**src/design/spq_pkg.sv**
```systemverilog
`default_nettype none

package spq_pkg;

   // Default sizing of the slot store.
   localparam int DEFAULT_QUEUE_DEPTH = 64;
   localparam int DEFAULT_HANDLE_BITS = 16;

   // Fixed field widths of the request and response.
   localparam int IN_HANDLE_BITS  = 16;
   localparam int OUT_HANDLE_BITS = 16;
   localparam int PRIO_BITS       = 8;
   localparam int ORDER_BITS      = 32;
   localparam int STATUS_BITS     = 2;
   localparam int REQ_TDATA_BITS  = 24;
   localparam int RSP_TDATA_BITS  = 24;

   // Request kinds carried in tuser.
   localparam logic OP_PUSH = 1'b0;
   localparam logic OP_POP  = 1'b1;

   // Response status codes.
   localparam logic [STATUS_BITS-1:0] STATUS_OK    = 2'd0;
   localparam logic [STATUS_BITS-1:0] STATUS_NULL  = 2'd1;
   localparam logic [STATUS_BITS-1:0] STATUS_FULL  = 2'd2;
   localparam logic [STATUS_BITS-1:0] STATUS_EMPTY = 2'd3;

   // Ordering key of one slot: priority first, then arrival ticket.
   typedef struct packed {
      logic signed [PRIO_BITS-1:0] prio;
      logic [ORDER_BITS-1:0]       order;
   } rank_key_type;

endpackage

`default_nettype wire

```
**src/design/spq_slot_mem.sv**
```systemverilog
`default_nettype none

module spq_slot_mem #(
   parameter int DEPTH = 64,
   parameter int WIDTH = 57
) (
   input  wire logic                     clock,
   input  wire logic                     wr_en,
   input  wire logic [$clog2(DEPTH)-1:0] wr_addr,
   input  wire logic [WIDTH-1:0]         wr_data,
   input  wire logic                     rd_en,
   input  wire logic [$clog2(DEPTH)-1:0] rd_addr,
   output logic [WIDTH-1:0]              rd_data
);

   logic [WIDTH-1:0] mem [DEPTH];

   always_ff @(posedge clock) begin
      if (wr_en) begin
         mem[wr_addr] <= wr_data;
      end
   end

   always_ff @(posedge clock) begin
      if (rd_en) begin
         rd_data <= mem[rd_addr];
      end
   end

endmodule

`default_nettype wire

```
**src/design/spq_rank.sv**
```systemverilog
`default_nettype none

module spq_rank
   import spq_pkg::*;
(
   input  wire rank_key_type cand_key,
   input  wire rank_key_type best_key,
   output logic              cand_better
);

   logic [ORDER_BITS-1:0] order_diff;

   // Tickets wrap, so age is decided by the sign of the difference.
   assign order_diff = cand_key.order - best_key.order;

   always_comb begin
      if (cand_key.prio != best_key.prio) begin
         cand_better = (cand_key.prio > best_key.prio);
      end else begin
         cand_better = order_diff[ORDER_BITS-1];
      end
   end

endmodule

`default_nettype wire

```
**src/design/stable_priority_packet_queue_core.sv**
```systemverilog
// Stable priority packet queue. Each request is a push of a packet handle with a signed
// priority or a pop of the highest-priority, oldest handle; each request gives exactly one
// response with a status, the popped handle and an empty flag. All slots live in one
// single-port-read memory that a small sequencer walks one slot per cycle, with one shared
// rank comparator judging the slot just read against the best so far. A pop scans every slot,
// a push stops at the lowest free slot, and a rejected request (null handle, full store,
// closed or empty pop) skips the scan and goes straight to the response. The request side is
// not ready while a request is in work. After reset the block runs a clearing pass over every
// memory slot before it takes its first request; writes to the open/close register are taken
// at any time.
`default_nettype none

module stable_priority_packet_queue_core
   import spq_pkg::*;
#(
   parameter int QUEUE_DEPTH = DEFAULT_QUEUE_DEPTH,
   parameter int HANDLE_BITS = DEFAULT_HANDLE_BITS
) (
   input  wire logic                      clock,
   input  wire logic                      reset,
   // Request channel.
   input  wire logic                      req_tvalid,
   output logic                           req_tready,
   // [15:0] packet_handle, [23:16] priority_req
   input  wire logic [REQ_TDATA_BITS-1:0] req_tdata,
   // [0] operation
   input  wire logic [0:0]                req_tuser,
   // Response channel.
   output logic                           rsp_tvalid,
   input  wire logic                      rsp_tready,
   // [1:0] status, [17:2] popped_handle, [18] now_empty, [23:19] zero
   output logic [RSP_TDATA_BITS-1:0]      rsp_tdata,
   // Open/close register write channel.
   input  wire logic                      csr_valid,
   output logic                           csr_ready,
   input  wire logic                      csr_data
);

   localparam int AW = $clog2(QUEUE_DEPTH);
   localparam int CW = $clog2(QUEUE_DEPTH + 1);
   localparam int EW = 1 + PRIO_BITS + ORDER_BITS + HANDLE_BITS;

   // Sequencer states.
   localparam logic [1:0] ST_CLEAR = 2'd0;
   localparam logic [1:0] ST_IDLE  = 2'd1;
   localparam logic [1:0] ST_SCAN  = 2'd2;
   localparam logic [1:0] ST_DONE  = 2'd3;

   logic [1:0] state_ff, state_in;
   logic [AW:0] cnt_ff, cnt_in;
   logic rd_pend_ff, rd_pend_in;
   logic [AW-1:0] rd_idx_ff, rd_idx_in;
   logic op_ff, op_in;
   logic [HANDLE_BITS-1:0] hdl_ff, hdl_in;
   logic signed [PRIO_BITS-1:0] prio_ff, prio_in;
   logic have_best_ff, have_best_in;
   rank_key_type best_key_ff, best_key_in;
   logic [AW-1:0] best_idx_ff, best_idx_in;
   logic [HANDLE_BITS-1:0] best_hdl_ff, best_hdl_in;
   logic [STATUS_BITS-1:0] res_status_ff, res_status_in;
   logic [HANDLE_BITS-1:0] res_hdl_ff, res_hdl_in;
   logic [CW-1:0] count_ff, count_in;
   logic [ORDER_BITS-1:0] ticket_ff, ticket_in;
   logic open_ff, open_in;
   logic rsp_valid_ff, rsp_valid_in;
   logic [STATUS_BITS-1:0] rsp_status_ff, rsp_status_in;
   logic [OUT_HANDLE_BITS-1:0] rsp_hdl_ff, rsp_hdl_in;
   logic rsp_empty_ff, rsp_empty_in;

   // Memory port signals.
   logic mem_wr_en;
   logic [AW-1:0] mem_wr_addr;
   logic [EW-1:0] mem_wr_data;
   logic mem_rd_en;
   logic [EW-1:0] mem_rd_data;

   // Fields of the slot just read: valid, priority, ticket, handle from the top bit down.
   logic rd_valid;
   rank_key_type rd_key;
   logic [HANDLE_BITS-1:0] rd_hdl;
   logic cand_better;

   // Request fields.
   logic [IN_HANDLE_BITS-1:0] req_handle;
   logic signed [PRIO_BITS-1:0] req_prio;
   logic [HANDLE_BITS-1:0] push_handle;
   logic [OUT_HANDLE_BITS-1:0] res_hdl_out;

   assign req_handle = req_tdata[IN_HANDLE_BITS-1:0];
   assign req_prio   = req_tdata[IN_HANDLE_BITS +: PRIO_BITS];

   // The handle is kept at HANDLE_BITS and reported at the fixed 16-bit width.
   if (HANDLE_BITS >= IN_HANDLE_BITS) begin : g_hdl_wide
      assign push_handle = HANDLE_BITS'(req_handle);
      assign res_hdl_out = res_hdl_ff[OUT_HANDLE_BITS-1:0];
   end else begin : g_hdl_narrow
      assign push_handle = req_handle[HANDLE_BITS-1:0];
      assign res_hdl_out = OUT_HANDLE_BITS'(res_hdl_ff);
   end

   assign rd_valid     = mem_rd_data[EW-1];
   assign rd_key.prio  = mem_rd_data[EW-2 -: PRIO_BITS];
   assign rd_key.order = mem_rd_data[HANDLE_BITS +: ORDER_BITS];
   assign rd_hdl       = mem_rd_data[HANDLE_BITS-1:0];

   spq_slot_mem #(
      .DEPTH (QUEUE_DEPTH),
      .WIDTH (EW)
   ) u_slot_mem (
      .clock   (clock),
      .wr_en   (mem_wr_en),
      .wr_addr (mem_wr_addr),
      .wr_data (mem_wr_data),
      .rd_en   (mem_rd_en),
      .rd_addr (cnt_ff[AW-1:0]),
      .rd_data (mem_rd_data)
   );

   spq_rank u_rank (
      .cand_key    (rd_key),
      .best_key    (best_key_ff),
      .cand_better (cand_better)
   );

   always_comb begin
      state_in      = state_ff;
      cnt_in        = cnt_ff;
      rd_pend_in    = rd_pend_ff;
      rd_idx_in     = rd_idx_ff;
      op_in         = op_ff;
      hdl_in        = hdl_ff;
      prio_in       = prio_ff;
      have_best_in  = have_best_ff;
      best_key_in   = best_key_ff;
      best_idx_in   = best_idx_ff;
      best_hdl_in   = best_hdl_ff;
      res_status_in = res_status_ff;
      res_hdl_in    = res_hdl_ff;
      count_in      = count_ff;
      ticket_in     = ticket_ff;
      open_in       = open_ff;
      rsp_valid_in  = rsp_valid_ff;
      rsp_status_in = rsp_status_ff;
      rsp_hdl_in    = rsp_hdl_ff;
      rsp_empty_in  = rsp_empty_ff;
      mem_wr_en     = 1'b0;
      mem_wr_addr   = cnt_ff[AW-1:0];
      mem_wr_data   = '0;
      mem_rd_en     = 1'b0;

      if (csr_valid) begin
         open_in = csr_data;
      end

      if (rsp_valid_ff && rsp_tready) begin
         rsp_valid_in = 1'b0;
      end

      case (state_ff)
         ST_CLEAR: begin
            // Write every slot empty, one per cycle.
            mem_wr_en = 1'b1;
            if (cnt_ff == (AW + 1)'(QUEUE_DEPTH - 1)) begin
               cnt_in   = '0;
               state_in = ST_IDLE;
            end else begin
               cnt_in = cnt_ff + (AW + 1)'(1);
            end
         end

         ST_IDLE: begin
            if (req_tvalid) begin
               op_in        = req_tuser[0];
               hdl_in       = push_handle;
               prio_in      = req_prio;
               res_hdl_in   = '0;
               cnt_in       = '0;
               rd_pend_in   = 1'b0;
               have_best_in = 1'b0;
               if (req_tuser[0] == OP_PUSH) begin
                  if (push_handle == '0) begin
                     res_status_in = STATUS_NULL;
                     state_in      = ST_DONE;
                  end else if (count_ff >= CW'(QUEUE_DEPTH)) begin
                     res_status_in = STATUS_FULL;
                     state_in      = ST_DONE;
                  end else begin
                     state_in = ST_SCAN;
                  end
               end else begin
                  if (!open_ff || count_ff == '0) begin
                     res_status_in = STATUS_EMPTY;
                     state_in      = ST_DONE;
                  end else begin
                     state_in = ST_SCAN;
                  end
               end
            end
         end

         ST_SCAN: begin
            // Issue one slot read per cycle; its data returns from the registered read port in the next cycle.
            mem_rd_en  = (cnt_ff < (AW + 1)'(QUEUE_DEPTH));
            rd_pend_in = mem_rd_en;
            rd_idx_in  = cnt_ff[AW-1:0];
            if (mem_rd_en) begin
               cnt_in = cnt_ff + (AW + 1)'(1);
            end

            if (op_ff == OP_PUSH) begin
               // The first empty slot met takes the new entry.
               if (rd_pend_ff && !rd_valid) begin
                  mem_wr_en     = 1'b1;
                  mem_wr_addr   = rd_idx_ff;
                  mem_wr_data   = {1'b1, prio_ff, ticket_ff, hdl_ff};
                  ticket_in     = ticket_ff + ORDER_BITS'(1);
                  count_in      = count_ff + CW'(1);
                  res_status_in = STATUS_OK;
                  rd_pend_in    = 1'b0;
                  state_in      = ST_DONE;
               end
            end else begin
               // Only a strictly better slot replaces the best so far.
               if (rd_pend_ff && rd_valid && (!have_best_ff || cand_better)) begin
                  have_best_in = 1'b1;
                  best_key_in  = rd_key;
                  best_idx_in  = rd_idx_ff;
                  best_hdl_in  = rd_hdl;
               end
               if (!rd_pend_ff && cnt_ff == (AW + 1)'(QUEUE_DEPTH)) begin
                  mem_wr_en     = 1'b1;
                  mem_wr_addr   = best_idx_ff;
                  mem_wr_data   = '0;
                  count_in      = count_ff - CW'(1);
                  res_status_in = STATUS_OK;
                  res_hdl_in    = best_hdl_ff;
                  state_in      = ST_DONE;
               end
            end
         end

         ST_DONE: begin
            // Hand the result to the response register once it is free.
            if (!rsp_valid_ff || rsp_tready) begin
               rsp_valid_in  = 1'b1;
               rsp_status_in = res_status_ff;
               rsp_hdl_in    = res_hdl_out;
               rsp_empty_in  = (count_ff == '0);
               state_in      = ST_IDLE;
            end
         end

         default: begin
            state_in = ST_IDLE;
         end
      endcase
   end

   always_ff @(posedge clock) begin
      if (reset) begin
         state_ff     <= ST_CLEAR;
         cnt_ff       <= '0;
         rd_pend_ff   <= 1'b0;
         have_best_ff <= 1'b0;
         count_ff     <= '0;
         ticket_ff    <= '0;
         open_ff      <= 1'b1;
         rsp_valid_ff <= 1'b0;
      end else begin
         state_ff     <= state_in;
         cnt_ff       <= cnt_in;
         rd_pend_ff   <= rd_pend_in;
         have_best_ff <= have_best_in;
         count_ff     <= count_in;
         ticket_ff    <= ticket_in;
         open_ff      <= open_in;
         rsp_valid_ff <= rsp_valid_in;
      end
   end

   always_ff @(posedge clock) begin
      rd_idx_ff     <= rd_idx_in;
      op_ff         <= op_in;
      hdl_ff        <= hdl_in;
      prio_ff       <= prio_in;
      best_key_ff   <= best_key_in;
      best_idx_ff   <= best_idx_in;
      best_hdl_ff   <= best_hdl_in;
      res_status_ff <= res_status_in;
      res_hdl_ff    <= res_hdl_in;
      rsp_status_ff <= rsp_status_in;
      rsp_hdl_ff    <= rsp_hdl_in;
      rsp_empty_ff  <= rsp_empty_in;
   end

   assign req_tready = (state_ff == ST_IDLE);
   assign csr_ready  = 1'b1;
   assign rsp_tvalid = rsp_valid_ff;
   assign rsp_tdata  = {(RSP_TDATA_BITS - STATUS_BITS - OUT_HANDLE_BITS - 1)'(0),
                        rsp_empty_ff, rsp_hdl_ff, rsp_status_ff};

endmodule

`default_nettype wire

```
**config.mk**
```make
export PLATFORM = sky130hd
export DESIGN_NAME = stable_priority_packet_queue_core
export DESIGN_NICKNAME = d
export VERILOG_FILES = /design/src/design/spq_pkg.sv /design/src/design/spq_slot_mem.sv /design/src/design/spq_rank.sv /design/src/design/stable_priority_packet_queue_core.sv
export SDC_FILE = /design/constraint.sdc
export NUM_CORES = 2
export LEC_CHECK = 0
export BUFFER_PORTS_ARGS = -buffer_cell sky130_fd_sc_hd__buf_4
export CELL_PAD_IN_SITES_DETAIL_PLACEMENT = 0
export CELL_PAD_IN_SITES_GLOBAL_PLACEMENT = 1
export CORE_MARGIN = 4
export CORE_UTILIZATION = 55
export DETAILED_ROUTE_END_ITERATION = 8
export PLACE_DENSITY_LB_ADDON = 0.08
export SYNTH_ARGS = -nofsm -noshare
export SYNTH_HDL_FRONTEND = slang
export SYNTH_SLANG_ARGS = --single-unit
```
**constraint.sdc**
```tcl
create_clock -name clock -period 8.06 [get_ports clock]
set_clock_uncertainty 0.2 [all_clocks]
set_input_delay 1.209 -clock clock [delete_from_list [all_inputs] [get_ports clock]]
set_output_delay 1.209 -clock clock [all_outputs]
set_load 0.02 [all_outputs]
```
# [Word-level counts from Yosys, hierarchy flattened]
# Memory sizes are Yosys's and may differ from the RTL's. A register that Yosys moved wholly into a read port is not among the register bits.
# Index checks and enable logic that the tools add are counted.
[word_totals] ff_bits=182 ramBits=3648 wordCells=135 mem_count=1
[mem_list] name="u_slot_mem.mem" words=64 word_bits=57 read_ports=1 rd_ports_with_merged_regs=1 wr=1 line_no="spq_slot_mem.sv:16" source="logic [WIDTH-1:0] mem [DEPTH];"
[op_classes] addsub=5 order_cmp=3 eq_ne=18 n_mux=56 bitwise=1 n_reduce_logical=30
[ops] operator="$mux 57" count=3
[ops] operator="$mux 16" count=3
[ops] operator="$mux 7" count=6
[ops] operator="$add 32x1->32 const B" count=1
[ops] operator="$pmux 16 s2" count=1
[ops] operator="$sub 32x32->32" count=1
[ops] operator="$mux 2" count=15
[ops] operator="$mux 6" count=4
[ops] operator="$pmux 7 s3" count=1
[ops] operator="$mux 1" count=18
[ops] operator="$logic_not 16->1" count=1
[ops] operator="$add 7x1->7 const B" count=2
[ops] operator="$ne 2x2->1 const B" count=7
[ops] operator="$reduce_and 3->1" count=4
[ops] operator="$gt 8x8->1" count=1
[ops] operator="$ne 8x8->1" count=1
[ops] operator="$pmux 2 s4" count=1
[ops] operator="$reduce_and 4->1" count=2
[ops] operator="$eq 7x6->1 const B" count=1
[ops] operator="$eq 7x7->1 const B" count=1
[ops] operator="$ge 7x7->1 const B" count=1
[ops] operator="$logic_not 7->1" count=1
[ops] operator="$lt 7x7->1 const B" count=1
[ops] operator="$sub 7x1->7 const B" count=1
[ops] operator="other kinds (18)" count=35

# [Longest topological paths before layout]
[logic_depth] depth_word=7 depth_mapped=15 mapped_depth_nobuf=9

# [Hierarchy]
# From an unflattened synthesis, not the netlist that was laid out.
[hier_totals] cells_unflattened=6620 hier_area_um2=147965.7
[modules_own_cells] module="spq_slot_mem" n_inst=1 cells_per_inst=5895 area_per_inst_um2=139653.9
[modules_own_cells] module="stable_priority_packet_queue_core" n_inst=1 cells_per_inst=581 area_per_inst_um2=7308.3
[modules_own_cells] module="spq_rank" n_inst=1 cells_per_inst=144 area_per_inst_um2=1003.5

# [Least setup slack after synthesis]
# No wires, ideal clock.
[synth_path] path_type="register to register" startpoint="register u_slot_mem.rd_data[51] (read register of u_slot_mem.mem)" endpoint="register best_hdl_ff[0] (enable)" setup_time_ps=567 arrival_time_ps=5470 t_required_ps=7293 setup_slack_ps=1823 path_stages_with_launch=9 period_less_slack_ps=6237 cell_sequence="edfxtp_1 ha_1 nand4_1 nor2_1 nor2_1 nand2_1 o21ai_0 a21boi_0 o21ai_0"
[synth_between] elab_chain_len=5 elab_cells_between_ends=6
[synth_rtl] element="start: declaration" line_no="spq_slot_mem.sv:13" source="output logic [WIDTH-1:0] rd_data"
[synth_rtl] element="$gt 8x8->1 / $ne 8x8->1 (equally long branches)" line_no="spq_rank.sv:18, spq_rank.sv:17"
[synth_rtl] element="$mux 1 *" line_no="spq_rank.sv:17" source="if (cand_key.prio != best_key.prio) begin"
[synth_rtl] element="$logic_or 1x1->1 *" line_no="stable_priority_packet_queue_core.sv:224" source="if (rd_pend_ff && rd_valid && (!have_best_ff || cand_better)) begin"
[synth_rtl] element="$logic_and 1x1->1 *" line_no="stable_priority_packet_queue_core.sv:224"
[synth_rtl] element="$reduce_and 3->1 (no line) *"
[synth_rtl] element="end signal: assignment" line_no="stable_priority_packet_queue_core.sv:288" source="best_hdl_ff <= best_hdl_in;"
[synth_rtl] element="end: declaration" line_no="stable_priority_packet_queue_core.sv:59" source="logic [HANDLE_BITS-1:0] best_hdl_ff, best_hdl_in;"
# Every way passes the cells marked *; elsewhere a longest branch is shown, timed or not.
# A chain may end at the register's enable or synchronous reset.

# [Worst setup path after layout]
[layout_path] startpoint="register cnt_ff[0]" endpoint="memory u_slot_mem.mem[24][7] (enable)"
[layout_between] elab_chain_len=7 elab_cells_between_ends=11
[layout_rtl] element="start: declaration" line_no="stable_priority_packet_queue_core.sv:50" source="logic [AW:0] cnt_ff, cnt_in;"
[layout_rtl] element="start signal: assignment" line_no="stable_priority_packet_queue_core.sv:271" source="cnt_ff <= cnt_in;"
[layout_rtl] element="$eq 7x7->1" line_no="stable_priority_packet_queue_core.sv:230" source="if (!rd_pend_ff && cnt_ff == (AW + 1)'(QUEUE_DEPTH)) begin"
[layout_rtl] element="$logic_and 1x1->1" line_no="stable_priority_packet_queue_core.sv:230"
[layout_rtl] element="$mux 1" line_no="stable_priority_packet_queue_core.sv:230"
[layout_rtl] element="$mux 1" line_no="stable_priority_packet_queue_core.sv:210" source="if (op_ff == OP_PUSH) begin"
[layout_rtl] element="$pmux 1 s2" line_no="stable_priority_packet_queue_core.sv:159" source="case (state_ff)"
[layout_rtl] element="$mux 1" line_no="spq_slot_mem.sv:19" source="if (wr_en) begin"
[layout_rtl] element="$mux 1 (not written as such)" line_no="spq_slot_mem.sv:20" source="mem[wr_addr] <= wr_data;"
[layout_rtl] element="end: declaration" line_no="spq_slot_mem.sv:16"
# Several ways; a longest one is shown, not always the timed one.

==> metrics.cfg <==
[pwr]
power_per_cell_area_mw_per_mm2=275
vdd.ir_drop.worst_mv=0.250
total_chip_power_w=0.0458
reg_power_frac=0.495
swShare=0.239
power_frac_clock=0.384
pwr-share-comb=0.121
intPower_w=0.0349
leakage_nw=55.1
netSwitchingPower_w=0.0110

[clock_network]
postCtsResizedCells=0
cts_buffer_depth=4
tritoncts=done
h_tree_depth=5
post_cts.repair.setup_buffers=0
cts.sink_count=3887
clkTransAtPathRegs_ns=0.06
cts.root.buffer_cell=clkbuf_16
insertion_delay_ns=0.95
cts-buffers-inserted=386
cts_hold_fix_bufs=0

[synth]
yosysWarnings=0
synth_edf_count=3835
sequential_cell_area_fraction_in_the_yosys_report=0.785
yosys_most_used_dff=edfxtp_1
syn_area_mm2=0.148
postSynthRegisterBits=3887
post_synth.cell_area_avg_um2=24.8
async_flop_share=0
yosys.cell_types.count=53
synthCells=5962

[sta]
min_period_ns=5.29
setup-tns-final_ns=0
final_setup_violation_count=0
hold_viol=0
rsz_0062_raised_after_global_routing=false
relSlewSlack=0.0808
worstMarginPinSlew_ns=1.38
timing.final.max_slew_violations=0
final.period_utilization=0.657
fmaxAchievable_ghz=0.189

[setup_path]
critPathSlowestCell=nor2_4
worst_path_largest_cell_delay_ns=0.99
timing.critical_path.cells=inv_1 > ha_1 > or4b_1 > nor4_4 > or2_1 > o21ai_2 > nor2_1 > nand2_1 > nor2_4 > buf_4
critical_path.max_fanout=27
worstSetupStartpointType=flop
worstSetupEndpointType=flop
path_class=reg2reg
cp.required_ns=8.41
critical_path_arrival_ns=5.65

[floorplan]
fp-row-count=190
die-width_um=527
top_ports=58
die-height_um=527
start_util=0.552
die-area_mm2=0.277
placeableCoreArea_mm2=0.268

[worst_hold_path]
hold_path_class=reg2reg

[finish]
num-nets-final=6386
filler_instances=17800
stdcell_count=10200
layout_overhead_on_the_synthesized_area_pct=12.4
share_of_post_route_cells_with_drive_strength_above_1=0.318

[placement]
dpl.cell_count=9468
place.detailed.hpwl_um=205000
place_congestion=0.785
io_buffers=51

[drt]
drtAntennaViolNets=0
routed-via-count=67200
drtIter0Drc=8879
drt_pass1_iterations=5
via_per_inst=6.59
post-route-drc-count=0
wire_per_inst_um=37.0
routed_wirelength_um=377000

[outcome]
outcome=completed

[global_route]
grt_pass1_wl_um=530000
grt_antenna_before_repair=28
grt_start_max_net_pins=130
globalRouteTotalUtil=0.274
grt_pass1_vias=67600
total_congestion_overflow=0

[job]
cap_viol_max_count=0

-- routing by layer --
metal / GRT usage / vias up / share of wire
li1: - / 26500 / -
met1: 0.398 / 37000 / 0.40
met2: 0.438 / 3146 / 0.49
met3: 0.0457 / 538 / 0.081
met4: 0.0775 / 2 / 0.030
met5: 0 / - / 0.000029
-- layout by cell type, fill, tap and decap left out, types with 17 or more instances in the layout --
master,netlist,layout
and2_1,73,33
bufinv_16,0,33
clkinv_1,0,91
clkinv_2,0,71
buf_12,0,31
inv_1,51,51
nand3_1,19,19
edfxtp_1,3835,3835
clkinvlp_4,0,17
clkbuf_16,0,389
and2_2,0,40
ha_1,50,50
dfxtp_1,52,46
buf_4,26,218
nor2_1,132,66
nor2b_1,22,21
xor2_1,30,30
nor2_4,0,65
mux4_2,1195,1195
nand2_1,44,44
a21oi_1,26,25
clkbuf_1,163,82
-- power by group through the flow --
stage | sequential (W) | clock (W) | combinational [W]
4_1_cts | 0.0227 | 0.0179 | 0.00567
5_1_grt | 0.0227 | 0.0188 | 0.00587
2_1_floorplan | 0.0230 | 0 | 0.00404
3_5_place_dp | 0.0231 | 0 | 0.00567
6_report | 0.0227 | 0.0176 | 0.00553
3_3_place_gp | 0.0231 | 0 | 0.00566
-- flip-flops by register name, indices dropped and copies added (netlist names), 7 cells and up --
signal              cells
u_slot_mem.rd_data     57
rsp_hdl_ff             16
count_ff                7
best_hdl_ff            16
prio_ff                 8
res_hdl_ff             16
hdl_ff                 16
best_key_ff            40
u_slot_mem.mem       3648
ticket_ff              32
cnt_ff                  7
-- critical path: cells and delay by family, from the launching register on --
| family | cells | cell delay [ns] |
|---|---|---|
| simple gates | 6 | 3.03 |
| buf+inv | 2 | 0.79 |
| flops | 1 | 0.51 |
| compound gates | 1 | 0.19 |
| fa+ha+maj | 1 | 0.16 |
-- through the flow --
step	instance area, µm²	setup WS, ns	utilization	hold WS, ns
final	166000	2.77	0.621	0.209
after global routing	166000	2.51	0.621	0.212
after CTS	166000	2.73	0.621	0.171
after detailed placement	154000	2.75	0.575	0.206
after global placement	154000	2.75	0.575	0.201
after floorplan	148000	1.82	-	0.200
-- path summary, 6_finish.rpt --
kind | from | end | slack (ns) | cells past startpoint
hold / removal | res_hdl_ff[8] | rsp_hdl_ff[8] | 0.21 | 0
setup reg to reg | cnt_ff[0] | u_slot_mem.mem[24][7] | 2.77 | 10
setup / recovery | cnt_ff[0] | u_slot_mem.mem[24][7] | 2.77 | 10
hold reg to reg | res_hdl_ff[8] | rsp_hdl_ff[8] | 0.21 | 0
-- cell families after synthesis --
group | after synthesis | share of synthesized area
flip-flops | 3887 | 0.785
multiplexers | 1203 | 0.182
AND/OR/NAND/NOR | 353 | 0.0121
buffers and inverters | 350 | 0.0103
AO/OA/AOI/OAI | 76 | 0.00336
adder cells (fa/ha/maj) | 51 | 0.00436
XOR/XNOR | 40 | 0.00237
other | 2 | 0.0000507
-- cells in the mapped netlist, types with 22 or more instances --
master       n  area [µm²]
xor2_1      30         263
dfxtp_1     52        1040
ha_1        50         626
nand2_1     44         165
clkbuf_1   163         612
mux4_2    1195       26900
edfxtp_1  3835      115000
buf_2       73         365
buf_1       33         124
nor2_1     132         495
inv_1       51         191
a21oi_1     26         130
buf_4       26         195
and2_1      73         457
nor2b_1     22         138
-- area by class of cell --
type	instances	area [µm²]	share of cell area
antenna	11	27.5	0.000165
clock buffer	476	10100	0.0608
clock inverter	236	2250	0.0136
inverter	51	191	0.00115
multi-input combinational	1729	30900	0.186
sequential	3887	116000	0.699
tap	3552	4440	0.0267
timing repair buffer	249	2260	0.0136
(Power assumes the default switching activity.)
